`src/design/mulaw_call_path_transcoder_defines.svh`:
```
// ----------------------------------------------------------------------------
// mu-law call path transcoder assertion macros
// Concurrent assertion wrappers used by the transcoder top module. In synthesis
// builds the macros expand to nothing.
// ----------------------------------------------------------------------------
`ifndef MULAW_CALL_PATH_TRANSCODER_DEFINES_SVH
`define MULAW_CALL_PATH_TRANSCODER_DEFINES_SVH

`ifndef SYNTHESIS

// Assertion checked outside reset.
`define MLT_ASSERT(lbl, prop) \
   lbl: assert property (@(posedge clock) disable iff (reset) prop) \
      else $error("mulaw transcoder assertion failed");

// Assertion checked in every cycle, reset included.
`define MLT_ASSERT_ALWAYS(lbl, prop) \
   lbl: assert property (@(posedge clock) prop) \
      else $error("mulaw transcoder reset assertion failed");

`else

`define MLT_ASSERT(lbl, prop)
`define MLT_ASSERT_ALWAYS(lbl, prop)

`endif

`endif

```
`src/design/mlt_pkg.sv`:
```
// ----------------------------------------------------------------------------
// mlt_pkg
// Shared types and constants of the mu-law call path transcoder.
// ----------------------------------------------------------------------------
package mlt_pkg;

   // Linear PCM sample.
   typedef logic signed [15:0] pcm_type;

   // Mu-law code byte.
   typedef logic [7:0] ulaw_type;

   // Direction codes carried in the kind field.
   localparam logic KIND_DOWNLINK = 1'b0;
   localparam logic KIND_UPLINK   = 1'b1;

   // Mu-law companding constants.
   localparam logic [7:0]  MU_BIAS  = 8'h84;
   localparam logic [15:0] MU_CLIP  = 16'd32635;
   localparam logic [7:0]  MU_SIGN  = 8'h80;
   localparam logic [3:0]  MU_MAN   = 4'h0F;
   localparam logic [2:0]  MU_EXMAX = 3'h7;

endpackage

```
`src/design/mlt_decode.sv`:
```
// ----------------------------------------------------------------------------
// mlt_decode
// Mu-law byte expansion to linear PCM and midpoint with the previous sample.
// ----------------------------------------------------------------------------
module mlt_decode
   import mlt_pkg::*;
(
   input  ulaw_type code,
   input  pcm_type  prev_sample,
   output pcm_type  decoded,
   output pcm_type  interp
);

   logic [7:0]         inv_code;
   logic [2:0]         exponent;
   logic [3:0]         mantissa;
   logic [7:0]         base;
   logic [14:0]        shifted;
   logic [14:0]        magnitude;
   logic signed [16:0] sum;
   logic signed [16:0] sum_adj;

   // Mu-law codes are transmitted inverted.
   assign inv_code = ~code;
   assign exponent = inv_code[6:4];
   assign mantissa = inv_code[3:0];

   // Rebuild the biased magnitude, then remove the bias.
   assign base      = {1'b0, mantissa, 3'b000} + MU_BIAS;
   assign shifted   = {7'b0, base} << exponent;
   assign magnitude = shifted - {7'b0, MU_BIAS};
   assign decoded   = inv_code[7] ? -pcm_type'({1'b0, magnitude})
                                  :  pcm_type'({1'b0, magnitude});

   // Midpoint, truncated toward zero: negative sums get one added first.
   assign sum     = {prev_sample[15], prev_sample} + {decoded[15], decoded};
   assign sum_adj = sum + {16'b0, sum[16]};
   assign interp  = pcm_type'(sum_adj >>> 1);

endmodule

```
`src/design/mlt_encode.sv`:
```
// ----------------------------------------------------------------------------
// mlt_encode
// Averages a pair of mic samples and compresses the result to mu-law.
// ----------------------------------------------------------------------------
module mlt_encode
   import mlt_pkg::*;
(
   input  pcm_type  mic_first,
   input  pcm_type  mic_second,
   output ulaw_type code
);

   logic signed [16:0] sum;
   logic signed [16:0] sum_adj;
   logic signed [16:0] average;
   logic               sign;
   logic [16:0]        abs_val;
   logic [15:0]        clipped;
   logic [14:0]        biased;
   logic [2:0]         exponent;
   logic [14:0]        man_shift;
   logic [3:0]         mantissa;

   // Average of the pair, truncated toward zero.
   assign sum     = {mic_first[15], mic_first} + {mic_second[15], mic_second};
   assign sum_adj = sum + {16'b0, sum[16]};
   assign average = sum_adj >>> 1;

   // Sign and magnitude; the magnitude is clipped, which also covers -32768.
   assign sign    = average[16];
   assign abs_val = sign ? 17'(-average) : 17'(average);
   assign clipped = (abs_val > {1'b0, MU_CLIP}) ? MU_CLIP : abs_val[15:0];
   assign biased  = clipped[14:0] + {7'b0, MU_BIAS};

   // Segment search: position of the leading one among bits 14 down to 7.
   always_comb begin
      priority if (biased[14]) begin
         exponent = MU_EXMAX;
      end else if (biased[13]) begin
         exponent = 3'd6;
      end else if (biased[12]) begin
         exponent = 3'd5;
      end else if (biased[11]) begin
         exponent = 3'd4;
      end else if (biased[10]) begin
         exponent = 3'd3;
      end else if (biased[9]) begin
         exponent = 3'd2;
      end else if (biased[8]) begin
         exponent = 3'd1;
      end else begin
         exponent = 3'd0;
      end
   end

   // Four mantissa bits below the leading one, then invert the code.
   assign man_shift = biased >> ({1'b0, exponent} + 4'd3);
   assign mantissa  = man_shift[3:0] & MU_MAN;
   assign code      = ~((sign ? MU_SIGN : 8'h00) | {1'b0, exponent, mantissa});

endmodule

```
`src/design/mulaw_call_path_transcoder.sv`:
```
// ----------------------------------------------------------------------------
// mulaw_call_path_transcoder
// Full-duplex G.711 mu-law call path: uplink pairs of 16 kHz samples are
// averaged and encoded, downlink bytes are decoded and interpolated.
//
//   channel | direction | handshake            | payload
//   --------+-----------+----------------------+-------------------------------
//   req_    | in        | req_valid/req_ready  | kind, ulaw_in, mic pair, flags
//   rsp_    | out       | rsp_valid/rsp_ready  | ulaw_out, interp/decoded, done
//
// Each request passes through the input register and then the result
// register; the block takes one request per cycle unless the result stalls.
// The history updates as a request moves to the result register, so
// consecutive downlink requests chain without a bubble. Synchronous reset
// empties both stages and zeroes the history. A stalled result holds its
// register; the input register takes one more request, then req_ready drops.
// ----------------------------------------------------------------------------
`include "mulaw_call_path_transcoder_defines.svh"

module mulaw_call_path_transcoder
   import mlt_pkg::*;
(
   input  logic     clock,
   input  logic     reset,
   input  logic     req_valid,
   output logic     req_ready,
   input  logic     req_kind,
   input  ulaw_type req_ulaw_in,
   input  pcm_type  req_mic_first,
   input  pcm_type  req_mic_second,
   input  logic     req_clear_history,
   input  logic     req_chunk_end,
   output logic     rsp_valid,
   input  logic     rsp_ready,
   output ulaw_type rsp_ulaw_out,
   output pcm_type  rsp_interp_sample,
   output pcm_type  rsp_decoded_sample,
   output logic     rsp_chunk_done
);

   // Input register.
   logic     in_valid_ff, in_valid_in;
   logic     in_kind_ff;
   ulaw_type in_ulaw_ff;
   pcm_type  in_first_ff;
   pcm_type  in_second_ff;
   logic     in_clear_ff;
   logic     in_chunk_ff;

   // Result register and history.
   logic     out_valid_ff, out_valid_in;
   ulaw_type out_ulaw_ff, out_ulaw_in;
   pcm_type  out_interp_ff, out_interp_in;
   pcm_type  out_decoded_ff, out_decoded_in;
   logic     out_chunk_ff;
   pcm_type  prev_ff, prev_in;

   logic     advance;
   logic     req_take;
   pcm_type  prev_used;
   pcm_type  dec_sample;
   pcm_type  dec_interp;
   ulaw_type enc_code;

   // Handshake: the input stage drains when the result register is free.
   assign advance   = in_valid_ff && (!out_valid_ff || rsp_ready);
   assign req_ready = !in_valid_ff || advance;
   assign req_take  = req_valid && req_ready;

   assign in_valid_in  = req_take || (in_valid_ff && !advance);
   assign out_valid_in = advance || (out_valid_ff && !rsp_ready);

   // Control registers.
   always_ff @(posedge clock) begin
      if (reset) begin
         in_valid_ff  <= 1'b0;
         out_valid_ff <= 1'b0;
         prev_ff      <= '0;
      end else begin
         in_valid_ff  <= in_valid_in;
         out_valid_ff <= out_valid_in;
         prev_ff      <= prev_in;
      end
   end

   // Input payload capture.
   always_ff @(posedge clock) begin
      if (req_take) begin
         in_kind_ff   <= req_kind;
         in_ulaw_ff   <= req_ulaw_in;
         in_first_ff  <= req_mic_first;
         in_second_ff <= req_mic_second;
         in_clear_ff  <= req_clear_history;
         in_chunk_ff  <= req_chunk_end;
      end
   end

   // A clear request treats the history as zero.
   assign prev_used = in_clear_ff ? pcm_type'(0) : prev_ff;

   mlt_decode u_decode (
      .code        (in_ulaw_ff),
      .prev_sample (prev_used),
      .decoded     (dec_sample),
      .interp      (dec_interp)
   );

   mlt_encode u_encode (
      .mic_first  (in_first_ff),
      .mic_second (in_second_ff),
      .code       (enc_code)
   );

   // Result selection; the fields of the other direction read as zero.
   always_comb begin
      prev_in = prev_ff;
      unique case (in_kind_ff)
         KIND_UPLINK: begin
            out_ulaw_in    = enc_code;
            out_interp_in  = '0;
            out_decoded_in = '0;
            if (advance) begin
               prev_in = prev_used;
            end
         end
         default: begin
            out_ulaw_in    = '0;
            out_interp_in  = dec_interp;
            out_decoded_in = dec_sample;
            if (advance) begin
               prev_in = dec_sample;
            end
         end
      endcase
   end

   // Result payload capture.
   always_ff @(posedge clock) begin
      if (advance) begin
         out_ulaw_ff    <= out_ulaw_in;
         out_interp_ff  <= out_interp_in;
         out_decoded_ff <= out_decoded_in;
         out_chunk_ff   <= in_chunk_ff;
      end
   end

   assign rsp_valid          = out_valid_ff;
   assign rsp_ulaw_out       = out_ulaw_ff;
   assign rsp_interp_sample  = out_interp_ff;
   assign rsp_decoded_sample = out_decoded_ff;
   assign rsp_chunk_done     = out_chunk_ff;

   // The result register is empty right after reset.
   `MLT_ASSERT_ALWAYS(a_rsp_empty_after_reset, $past(reset) |-> !rsp_valid)
   // A downlink request leaves its decoded sample in the history.
   `MLT_ASSERT(a_history_follows, (advance && !in_kind_ff) |=> (prev_ff == rsp_decoded_sample))
   // Uplink results carry no downlink samples.
   `MLT_ASSERT(a_uplink_no_decoded, (advance && in_kind_ff) |=> rsp_decoded_sample == '0)
   `MLT_ASSERT(a_uplink_no_interp, (advance && in_kind_ff) |=> rsp_interp_sample == '0)
   // A taken result with nothing behind it leaves the output empty.
   `MLT_ASSERT(a_drain_empty, (rsp_valid && rsp_ready && !in_valid_ff) |=> !rsp_valid)
   // An accepted request always lands in the input register.
   `MLT_ASSERT(a_req_lands, req_take |=> in_valid_ff)

endmodule
```
`config.mk`:
```
export PLATFORM = sky130hd
export DESIGN_NAME = mulaw_call_path_transcoder
export DESIGN_NICKNAME = d
export VERILOG_FILES = /design/src/design/mlt_pkg.sv /design/src/design/mlt_decode.sv /design/src/design/mlt_encode.sv /design/src/design/mulaw_call_path_transcoder.sv
export VERILOG_INCLUDE_DIRS = /design/src /design/src/design
export SDC_FILE = /design/constraint.sdc
export NUM_CORES = 1
export LEC_CHECK = 0
export BUFFER_PORTS_ARGS = -buffer_cell sky130_fd_sc_hd__buf_4
export CORE_MARGIN = 3
export CORE_UTILIZATION = 30
export DETAILED_ROUTE_END_ITERATION = 12
export PLACE_DENSITY = 0.52
export SKIP_CTS_REPAIR_TIMING = 1
export SLEW_MARGIN = 25
export SYNTH_ARGS = -nofsm -noshare
export SYNTH_HDL_FRONTEND = slang
export SYNTH_SLANG_ARGS = --single-unit
```
`constraint.sdc`:
```
create_clock -name clock -period 7.4 [get_ports clock]
set_input_delay 1.11 -clock clock [delete_from_list [all_inputs] [get_ports clock]]
set_output_delay 1.11 -clock clock [all_outputs]
set_load 0.01 [all_outputs]
```
[Word-level counts from Yosys, hierarchy flattened]
Cells that the tools add are included.
Operators by class
  $add $sub $neg: 10
  magnitude comparators: 1
  shift operators: 2
  mux-type cells: 15
  bitwise operators: 3
  reductions and logical operators: 12
Operator list (number)
  16-bit two-way mux: 5
  16-bit by 16-bit adder with 17-bit output: 2
  17-bit by 1-bit adder with 17-bit output: 2
  3-bit two-way mux: 6
  17-bit by 15-bit greater-than comparator with 1-bit output (second input constant): 1
  17-bit two-way mux: 1
  16-bit negation with 17-bit output: 1
  15-bit negation with 16-bit output: 1
  8-bit NOT: 2
  15-bit by 8-bit adder with 15-bit output (second input constant): 1
  15-bit two-way mux: 1
  8-bit by 3-bit left shift with 15-bit output: 1
  15-bit by 4-bit right shift with 4-bit output: 1
  15-bit by 8-bit subtractor with 15-bit output (second input constant): 1
  7-bit by 8-bit adder with 8-bit output (second input constant): 1
  8-bit two-way mux: 1
  8-bit by 7-bit OR with 8-bit output: 1
  3-bit by 2-bit adder with 4-bit output (second input constant): 1
  1-bit logical AND: 4
  1-bit zero test: 4
  1-bit logical OR: 4
  1-bit two-way mux: 1
Storage, ports and cells
  register bits: 102
  bits of input ports: 47
  output and inout bits: 43
  logic and storage cells: 56

[Depth between registers and ports, before layout]
Gate-level depths: netlist of run 1.
  depth after elaboration: 18
  mapped depth: 33
  gate-level depth less buffers: 32

[Cells and area by module]
Synthesis of run 1 repeated with hierarchy kept, for this count alone.
Unflattened totals
  cell total of the unflattened synthesis: 883
  area, all modules: 8468.1 um^2
By module, submodules not included
  mulaw_call_path_transcoder: times used 1, cells each 193, area each 3527.1 um^2, sequential area each 2882.8 um^2
  mlt_encode: times used 1, cells each 417, area each 2910.3 um^2, sequential area each 0.0 um^2
  mlt_decode: times used 1, cells each 273, area each 2030.7 um^2, sequential area each 0.0 um^2

[Least setup slack after synthesis of run 1]
OpenSTA, ideal clock, no wires.
  kind: register to register
  start: register in_first_ff[0]
  end: register out_ulaw_ff[0] (netlist: rsp_ulaw_out[0]) (data pin)
  setup time: 168 ps
  arrival time: 7237 ps
  required time: 7232 ps
  slack: -5 ps
  cell stages (with the launch flop): 33
  path buffers: 1
  period minus slack after synthesis: 7405 ps
  path through: edfxtp_1 > ha_1 > inv_1 > fa_1 > nand2b_1 > a21oi_4 > a21o_4 > a31oi_2 > xnor2_1 > and2_1 > ha_1 > and4b_1 > nand3_1 > nor3_1 > xnor2_1 > and3b_1 > or4b_1 > o21ai_1 > xnor2_1 > o211ai_2 > o31a_1 > nand2_1 > ha_1 > buf_1 > inv_1 > o21ai_1 > xnor2_1 > or4b_4 > a211oi_4 > nor2_8 > mux2i_1 > a22oi_1 > a221oi_2
Between the ends
  word-level cells in the longest chain between the ends: 18
Ends and longest elaborated chain
  start, declared: line mulaw_call_path_transcoder.sv:45  | pcm_type in_first_ff;
  start signal, assigned: line mulaw_call_path_transcoder.sv:91  | in_first_ff <= req_mic_first;
  16-bit by 16-bit adder with 17-bit output *: line mlt_encode.sv:25  | assign sum = {mic_first[15], mic_first} + {mic_second[15], mic_second};
  17-bit by 1-bit adder with 17-bit output *: line mlt_encode.sv:26  | assign sum_adj = sum + {16'b0, sum[16]};
  16-bit negation with 17-bit output: line mlt_encode.sv:31  | assign abs_val = sign ? 17'(-average) : 17'(average);
  17-bit two-way mux *: line mlt_encode.sv:31
  17-bit by 15-bit greater-than comparator with 1-bit output: line mlt_encode.sv:32  | assign clipped = (abs_val > {1'b0, MU_CLIP}) ? MU_CLIP : abs_val[15:0];
  15-bit two-way mux *: line mlt_encode.sv:32
  15-bit by 8-bit adder with 15-bit output *: line mlt_encode.sv:33  | assign biased = clipped[14:0] + {7'b0, MU_BIAS};
  1-bit two-way mux: line mlt_encode.sv:49  | end else if (biased[8]) begin
  [2 not listed]
  3-bit two-way mux: line mlt_encode.sv:43  | end else if (biased[11]) begin
  3-bit two-way mux: line mlt_encode.sv:41  | end else if (biased[12]) begin
  3-bit two-way mux: line mlt_encode.sv:39  | end else if (biased[13]) begin
  3-bit two-way mux: line mlt_encode.sv:37  | priority if (biased[14]) begin
  3-bit by 2-bit adder with 4-bit output: line mlt_encode.sv:57  | assign man_shift = biased >> ({1'b0, exponent} + 4'd3);
  15-bit by 4-bit right shift with 4-bit output *: line mlt_encode.sv:57
  8-bit by 7-bit OR with 8-bit output *: line mlt_encode.sv:59  | assign code = ~((sign ? MU_SIGN : 8'h00) | {1'b0, exponent, mantissa});
  8-bit NOT *: line mlt_encode.sv:59
  end signal, assigned: line mulaw_call_path_transcoder.sv:140  | out_ulaw_ff <= out_ulaw_in;
  end, declared: line mulaw_call_path_transcoder.sv:52  | ulaw_type out_ulaw_ff, out_ulaw_in;
Every way passes the cells marked *; elsewhere a longest branch is shown, timed or not.
A chain may end at the register's enable or synchronous reset.

[Final worst setup path of run 1]
  start: register in_second_ff[11]
  end: register out_ulaw_ff[0] (netlist: rsp_ulaw_out[0]) (data pin)
Between the ends
  word-level cells in the longest chain between the ends: 18
Ends and longest elaborated chain
  start, declared: line mulaw_call_path_transcoder.sv:46  | pcm_type in_second_ff;
  start signal, assigned: line mulaw_call_path_transcoder.sv:92  | in_second_ff <= req_mic_second;
  16-bit by 16-bit adder with 17-bit output *: line mlt_encode.sv:25
  17-bit by 1-bit adder with 17-bit output *: line mlt_encode.sv:26
  16-bit negation with 17-bit output: line mlt_encode.sv:31
  17-bit two-way mux *: line mlt_encode.sv:31
  17-bit by 15-bit greater-than comparator with 1-bit output: line mlt_encode.sv:32
  15-bit two-way mux *: line mlt_encode.sv:32
  15-bit by 8-bit adder with 15-bit output *: line mlt_encode.sv:33
  1-bit two-way mux: line mlt_encode.sv:49
  [2 not listed]
  3-bit two-way mux: line mlt_encode.sv:43
  3-bit two-way mux: line mlt_encode.sv:41
  3-bit two-way mux: line mlt_encode.sv:39
  3-bit two-way mux: line mlt_encode.sv:37
  3-bit by 2-bit adder with 4-bit output: line mlt_encode.sv:57
  15-bit by 4-bit right shift with 4-bit output *: line mlt_encode.sv:57
  8-bit by 7-bit OR with 8-bit output *: line mlt_encode.sv:59
  8-bit NOT *: line mlt_encode.sv:59
Marked as above.

==> impl_metrics.yaml, run 1 <==
run_status:
  run_status: "finished, final reports clean"
power:
  p_per_area_nw_per_um2: 240
  ir_drop_v: 0.000108
  fin_total_pwr_mw: 2.27
  p_leak_nw: 3.63
yosys:
  syn_inst: 823
  synth_top_area_share_pct: 31.7
  ys_warn_count: 0
  synthTopCellsByArea: "edfxtp_1 (32%), ha_1 (5.8%), xnor2_1 (5.3%)"
  synthArstFlopShare_pct: 0
  yosys.area.top_type: "edfxtp_1"
  syn-cell-area_um2: 7770
  yosysSeqAreaShare_pct: 36.3
  synth_edf_count: 82
  avgSynthCellArea_um2: 9.45
  synth_cell_types: 96
  synth_top_flop_cell: "edfxtp_1"
  ys_ff_latch: 100
finish:
  fin_area_um2: 9480
  final_common_cell: "buf_4"
  antenna_cells: 0
  drive_above_1_share_pct: 23.1
  final_core_util_pct: 37.4
  final_cell_mix: "buf_4 (130), nor2_1 (89), edfxtp_1 (82), nand2_1 (59), xnor2_1 (43)"
  finalNonFillerCells: 1268
  num-nets-final: 1018
  area_growth_syn_to_layout_pct: 21.9
  nFillCells: 2531
global_routing:
  grt_pass1_wl_um: 29900
  grt_pass1_vias: 5944
  grt_max_degree: 44
  grtUsageTotal_pct: 12.8
  overflow: 0
  antenna_found_initial: 0
floorplanning:
  initial_utilization_pct: 30.7
  boundaryPins: 90
  num_rows: 58
  fp.dieH_um: 167
  die_w_um: 167
  dieArea_um2: 27900
  core_area_um2: 25300
clock_network:
  cts.sinks: 100
  clkTransAtPathRegs_ns: 0.08
  cts_buffers: 9
  clock_latency_ns: 0.35
  cts_root_buf: "clkbuf_16"
  cts_tree: "yes"
  h-tree-depth: 3
  cts_buffer_depth: 2
setup_path:
  crit_buf_inv: 1
  crit_path_max_incr_delay_ns: 0.54
  cpMostUsedCell: "xnor2_2"
  slowest_stage: "or4b_4"
  critPathKind: "flop to flop"
  crit_family: "simple AND/OR/NAND/NOR gates"
  cp-startpoint: "in_second_ff[11]"
  cp_max_fo: 7
  arrival_ns: 7.02
  r2r-start: "in_second_ff[11]"
  setup.worst_path.end_class: "flop"
  cp.required_ns: 7.47
  cp-start-kind: "flop"
route:
  highest_layer: "met4"
  first_iter_violations: 254
  drtAntennaViolNets: 0
  wl_met2_um: 7950
  via_per_inst: 4.86
  vias: 6162
  wire_per_inst_um: 14.1
  routed_wl_um: 17800
  drc: 0
  met1_length_um: 9010
  met3_length_um: 689
  drt-pass1-iter-count: 5
placed_design:
  dp.cells: 1236
  place_area_um2: 8910
  place_congestion: 0.826
  preCtsSetupSlack_ns: -0.0443
  placement.io_buffers: 87
  dp_hpwl_um: 14000
sta:
  slew_viol_final: 0
  fin_setup_tns_ns: 0
  fin_ws_ns: 0.453
  setup_violations: 0
  max_freq_ghz: 0.144
  relSlewSlack_pct: 46.2
  hold_viol: 0
  rsz0062_at_grt: "no"
  holdWs_ns: 0.417
  final.period_utilization_pct: 93.9
  fin_crit_ns: 6.95
  tightest_slew_ns: 0.806
  fin_skew_ns: 0.00791
worst_hold_path:
  hold_class: "flop to flop"
  hp-start: "in_chunk_ff"
job:
  cap_violations: 0
-- Yosys cell counts, drive strengths merged, types with 17 or more instances --
cell / count
a21oi: 43
and2: 27
dfxtp: 18
edfxtp: 82
ha: 36
inv: 30
nand2: 59
nand3: 23
nor2: 92
nor2b: 26
nor3: 17
o21ai: 38
xnor2: 52
xor2: 29
-- cell type report --
class	instances	area, µm²	share of cell area (%)
clock inverters	6	77.6	0.819
clock buffers	10	229	2.42
well taps	330	413	4.36
flip-flops and latches	100	2820	29.8
inverters	30	113	1.19
multi-input cells	662	4840	51.1
repair buffers	130	976	10.3
-- per-layer routing --
| layer | track usage (%) | vias to the layer above |
|---|---|---|
| li1 | - | 3231 |
| met1 | 18.3 | 2806 |
| met2 | 20.4 | 112 |
| met3 | 2.09 | 13 |
| met4 | 2.65 | 0 |
| met5 | 0 | - |
-- kinds of logic (layout without fill, tap and decap cells) --
family                   Yosys count  after routing  synth area share [%]
AO/OA/AOI/OAI                    200            200                  19.4
flip-flops                       100            100                  36.3
AND/OR/NAND/NOR                  317            317                  21.2
other                              1              2                0.0482
multiplexers                      24             24                  3.46
XOR/XNOR                          81             81                  9.75
buffers and inverters             62            176                  3.44
adder cells (fa/ha/maj)           38             38                  6.31
-- power breakdown --
part / internal (mW) / switching (mW) / leakage, nW / total (mW)
Clock: 0.270 / 0.224 / 0.148 / 0.494
Sequential: 0.661 / 0.0155 / 0.936 / 0.676
Combinational: 0.474 / 0.627 / 2.55 / 1.10
Total: 1.40 / 0.866 / 3.63 / 2.27
-- final timing paths --
path,to,slack (ns),depth (start not counted)
worst max-delay path,rsp_ulaw_out[0],0.45,29
worst min register to register,rsp_chunk_done,0.42,0
worst max register to register,rsp_ulaw_out[0],0.45,29
worst min-delay path,rsp_chunk_done,0.42,0
-- registers in the layout, summed over array words and instances, names as in the netlist --
name                cells
in_kind_ff              1
rsp_ulaw_out            8
in_ulaw_ff              8
in_first_ff            16
in_clear_ff             1
rsp_valid               1
in_valid_ff             1
rsp_chunk_done          1
prev_ff                16
in_second_ff           16
in_chunk_ff             1
rsp_interp_sample      16
rsp_decoded_sample     14
Note: power is estimated with default switching activity, not from simulation.
==> inputs of run 2 (changes only) <==
- PLACE_DENSITY: 0.52 -> 0.57
==> run 2 against run 1 <==
Hold slack about the same. Clock power increased by 3%. Sequential power about the same. Clock-buffer cell count decreased by 1. Final area decreased by 0.62%. Sequential share of layout area increased by 0.19 points. Global-route usage decreased by 0.23 points. Non-clock buffer count decreased by 10.
==> impl_metrics.yaml, run 2 (synthesized netlist as in run 1, its figures left out) <==
setup_path:
  arrival_ns: 7.28
  critPathKind: "flop to flop"
  setup.worst_path.end_class: "flop"
  cpMostUsedCell: "ha_1"
  cp.required_ns: 7.58
  cp_max_fo: 7
  slowest_stage: "or4b_4"
  crit_path_max_incr_delay_ns: 0.54
  cp-start-kind: "flop"
finish:
  antenna_cells: 0
  area_growth_syn_to_layout_pct: 21.1
  nFillCells: 2517
  final_common_cell: "buf_4"
  drive_above_1_share_pct: 22.5
  fin_area_um2: 9420
  multiInputGateArea_um2: 4850
  num-nets-final: 1008
  final_cell_mix: "buf_4 (120), nor2_1 (89), edfxtp_1 (82), nand2_1 (59), xnor2_1 (43)"
  final_core_util_pct: 37.2
  seqCellArea_um2: 2820
power:
  p_per_area_nw_per_um2: 239
  internal_power_mw: 1.38
  fin_total_pwr_mw: 2.25
  sw_frac_of_total_pct: 38.8
  pwr-share-seq_pct: 30.0
  net-switching-power_mw: 0.875
  p_clk_share_pct: 22.6
  ir_drop_v: 0.0000977
  p_leak_nw: 3.59
  comb_power_share_pct: 47.4
route:
  drt-pass1-iter-count: 5
  drc: 0
  first_iter_violations: 270
  wire_per_inst_um: 14.2
  vias: 6220
  via_per_inst: 4.94
  drtAntennaViolNets: 0
  routed_wl_um: 17900
clock_network:
  cts_buffer_depth: 2
  cts.sinks: 100
  cts_root_buf: "clkbuf_16"
  h-tree-depth: 3
  clock_latency_ns: 0.36
  clkTransAtPathRegs_ns: 0.07
  cts_buffers: 9
  cts_tree: "yes"
floorplanning:
  num_rows: 58
  initial_utilization_pct: 30.7
  core_area_um2: 25300
  dieArea_um2: 27900
  fp.dieH_um: 167
  boundaryPins: 90
  die_w_um: 167
global_routing:
  overflow: 0
  antenna_found_initial: 0
  grt_pass1_wl_um: 29300
  grtUsageTotal_pct: 12.6
  grt_max_degree: 44
  grt_pass1_vias: 5770
run_status:
  run_status: "finished, final reports clean"
sta:
  relSlewSlack_pct: 42.5
  slew_viol_final: 0
  tightest_slew_ns: 0.848
  hold_viol: 0
  fin_skew_ns: 0.0108
  max_freq_ghz: 0.141
  setup_violations: 0
  final.period_utilization_pct: 95.9
  rsz0062_at_grt: "yes"
  fin_crit_ns: 7.10
worst_hold_path:
  hold_class: "flop to flop"
placed_design:
  place_area_um2: 8890
  place_congestion: 0.841
  placement.io_buffers: 87
  dp_hpwl_um: 13800
job:
  cap_violations: 0
==> run 2: final timing paths <==
path,endpoint,from,depth (start not counted),slack [ns]
worst max-delay path,rsp_ulaw_out[0],in_first_ff[0],30,0.30
worst min-delay path,rsp_chunk_done,in_chunk_ff,0,0.42
worst max register to register,rsp_ulaw_out[0],in_first_ff[0],30,0.30
worst min register to register,rsp_chunk_done,in_chunk_ff,0,0.42
==> run 2: power by group through the flow <==
stage	clock, mW	combinational [mW]	sequential (mW)
2_1_floorplan	0	0.779	0.695
3_3_place_gp	0	1.02	0.691
3_5_place_dp	0	1.02	0.692
4_1_cts	0.524	1.03	0.679
5_1_grt	0.550	1.17	0.682
6_report	0.508	1.07	0.677
==> run 2: worst max-delay path: cells and delay by family, from the launching register on <==
kind	cells	cell delay (ns)
AOI/OAI and AO/OA	10	2.14
xor gates and xnor gates	2	0.37
adders and majority gates	4	0.95
buffers and inverters	3	0.39
DFF	1	0.33
muxes	2	0.57
and+or+nand+nor	9	2.16
==> run 2: layer usage <==
metal	part of all wire [%]	vias up	track usage, %
li1	-	3214	-
met1	50	2873	17.6
met2	44	111	19.9
met3	3.4	22	2.04
met4	1.9	0	3.98
met5	0	-	0
==> run 2: cell type report <==
type	instances	share of cell area, %
well taps	330	4.38
clock inverters	7	0.983
flip-flops and latches	100	30.0
clock buffers	9	2.39
repair buffers	120	9.57
inverters	30	1.20
multi-input cells	662	51.5
==> run 2: through the flow <==
stage | setup slack (ns) | hold slack [ns] | instances | TNS [ns]
final | 0.302 | 0.418 | 1258 | 0
after global routing | -0.0569 | 0.436 | 1258 | -0.0583
after CTS | -0.165 | 0.421 | 1249 | -0.372
after detailed placement | -0.164 | 0.405 | 1233 | -0.386
after global placement | 0.157 | 0.402 | 1233 | 0
after floorplan | 0.0763 | 0.400 | 824 | 0
==> inputs of run 3 (changes only) <==
- SYNTH_HIERARCHICAL: default -> 1
==> run 3 against run 2 <==
Sequential power up 2%. Largest power group unchanged. Largest cell class unchanged. Power is 2.1% lower. Clock skew is 0.00096 ns higher. Fmax up 2.2%. Hold slack better by 0.026 ns. Register-to-register slack better by 0.15 ns. Routed wire length is 18% higher.
==> impl_metrics.yaml, run 3 <==
floorplanning:
  dieArea_um2: 30300
  fp.dieH_um: 174
  core_area_um2: 27300
  num_rows: 60
  die_w_um: 174
  initial_utilization_pct: 31.0
  boundaryPins: 90
finish:
  final_cell_mix: "buf_4 (107), edfxtp_1 (84), nor2_1 (72), nor2b_1 (59), xnor2_1 (46)"
  area_growth_syn_to_layout_pct: 17.4
  num-nets-final: 1059
  final_common_cell: "buf_4"
  antenna_cells: 0
  final_core_util_pct: 36.4
  drive_above_1_share_pct: 20.1
setup_path:
  cp-start-kind: "flop"
  cp_max_fo: 11
  arrival_ns: 7.17
  cp.required_ns: 7.63
  crit_buf_inv: 1
  crit_family: "compound AO/OA/AOI/OAI gates"
  crit_path_max_incr_delay_ns: 0.58
  slowest_stage: "or4_4"
  setup.worst_path.end_class: "flop"
  critPathKind: "flop to flop"
clock_network:
  cts_root_buf: "clkbuf_16"
  cts_tree: "yes"
  cts_buffers: 9
  clkTransAtPathRegs_ns: 0.08
  cts_buffer_depth: 2
  cts.sinks: 102
  h-tree-depth: 3
  clock_latency_ns: 0.36
yosys:
  avgSynthCellArea_um2: 9.59
  synth_top_area_share_pct: 29.8
  ys_ff_latch: 102
  synth_edf_count: 84
  synth_cell_types: 115
  synth.most_common_cell: "edfxtp_1"
  yosys.area.top_type: "edfxtp_1"
  synthTopCellsByArea: "edfxtp_1 (30%), ha_1 (5.8%), xnor2_1 (4.8%)"
  synthArstFlopShare_pct: 0
  syn_inst: 883
  ys_warn_count: 6
  synthTopCellsByCount: "edfxtp_1 (84), nor2_1 (72), nor2b_1 (59)"
  yosysSeqAreaShare_pct: 34.0
  synth_top_flop_cell: "edfxtp_1"
  syn-cell-area_um2: 8470
global_routing:
  grtUsageTotal_pct: 13.9
  grt_max_degree: 44
  grt_pass1_wl_um: 34900
  grt_pass1_vias: 6813
  overflow: 0
  antenna_found_initial: 0
sta:
  tightest_slew_ns: 0.813
  fin_crit_ns: 6.95
  fin_skew_ns: 0.0118
  slew_viol_final: 0
  max_freq_ghz: 0.144
  fin_setup_tns_ns: 0
  relSlewSlack_pct: 45.8
  rsz0062_at_grt: "no"
  final.period_utilization_pct: 93.9
  hold_viol: 0
  setup_violations: 0
placed_design:
  place_congestion: 0.870
  placement.io_buffers: 89
  dp_hpwl_um: 16300
power:
  p_leak_nw: 3.70
  ir_drop_v: 0.0000922
  fin_total_pwr_mw: 2.21
  p_per_area_nw_per_um2: 222
job:
  cap_violations: 0
worst_hold_path:
  hold_class: "flop to flop"
route:
  wire_per_inst_um: 15.6
  via_per_inst: 5.19
  routed_wl_um: 21000
  vias: 6995
  drt-pass1-iter-count: 5
  drtAntennaViolNets: 0
  drc: 0
  first_iter_violations: 513
run_status:
  run_status: "finished, final reports clean"
==> run 3: final timing paths <==
kind,slack (ns),from,cells past startpoint,end
max,0.45,in_first_ff[14],25,rsp_ulaw_out[2]
min,0.44,in_chunk_ff,0,rsp_chunk_done
max reg2reg,0.45,in_first_ff[14],25,rsp_ulaw_out[2]
min reg2reg,0.44,in_chunk_ff,0,rsp_chunk_done
==> run 3: through the flow <==
stage / instances / hold WS [ns] / instance area [µm²] / setup WS [ns]
after floorplan: 884 / 0.400 / 8490 / 0.00312
after global placement: 1330 / 0.405 / 9570 / 0.299
after detailed placement: 1330 / 0.430 / 9570 / 0.118
after CTS: 1346 / 0.448 / 9870 / 0.0801
after global routing: 1348 / 0.455 / 9940 / 0.000108
final: 1348 / 0.444 / 9940 / 0.452
==> run 3: metal layers <==
metal,wire length [µm],global-route usage [%],vias up
met5,0,0,-
met4,360,3.95,0
met3,888,2.34,22
met2,9030,21.0,158
met1,10800,20.3,3297
li1,-,-,3518
==> run 3: report_power, final <==
group          internal [mW]  switching, mW  total [mW]  leakage [nW]
Combinational          0.429          0.587        1.02          2.60
Sequential             0.670         0.0219       0.692         0.956
Clock                  0.266          0.233       0.499         0.147
==> run 3: cell families after synthesis <==
family          count (synthesis)  synth area share, %
flops                         102                 34.0
mux                            14                 1.82
xor+xnor                       78                 8.33
simple gates                  349                 23.5
buf+inv                        57                 3.16
compound gates                241                 22.9
other cells                     1               0.0443
fa+ha+maj                      41                 6.24
==> run 3: area by class of cell <==
cell class	instances	area, µm²
fill	2832	17400
tap	372	465
clock buffer	10	229
clock inverter	6	67.6
timing repair buffer	107	803
inverter	26	97.6
multi-input combinational	725	5400
sequential	102	2880
==> run 3: worst reg2reg max path, stage by stage (launching register included) <==
cell and delay [ns]:
edfxtp_1 0.38, ha_1 0.31, buf_4 0.16, and3_1 0.17, or4_1 0.48, o31ai_2 0.24
and2_1 0.16, ha_1 0.20, nand2_1 0.12, or3_4 0.44, a2111oi_4 0.39, a21oi_4 0.18
or4_4 0.58, a221oi_4 0.32, a21oi_2 0.12, o21ai_4 0.28, nand2b_1 0.15, ha_2 0.27
o21ai_0 0.14, a211oi_1 0.26, o22a_1 0.19, o21ai_1 0.11, a31oi_4 0.35, mux2_1 0.39
a221oi_1 0.27, and2_1 0.15
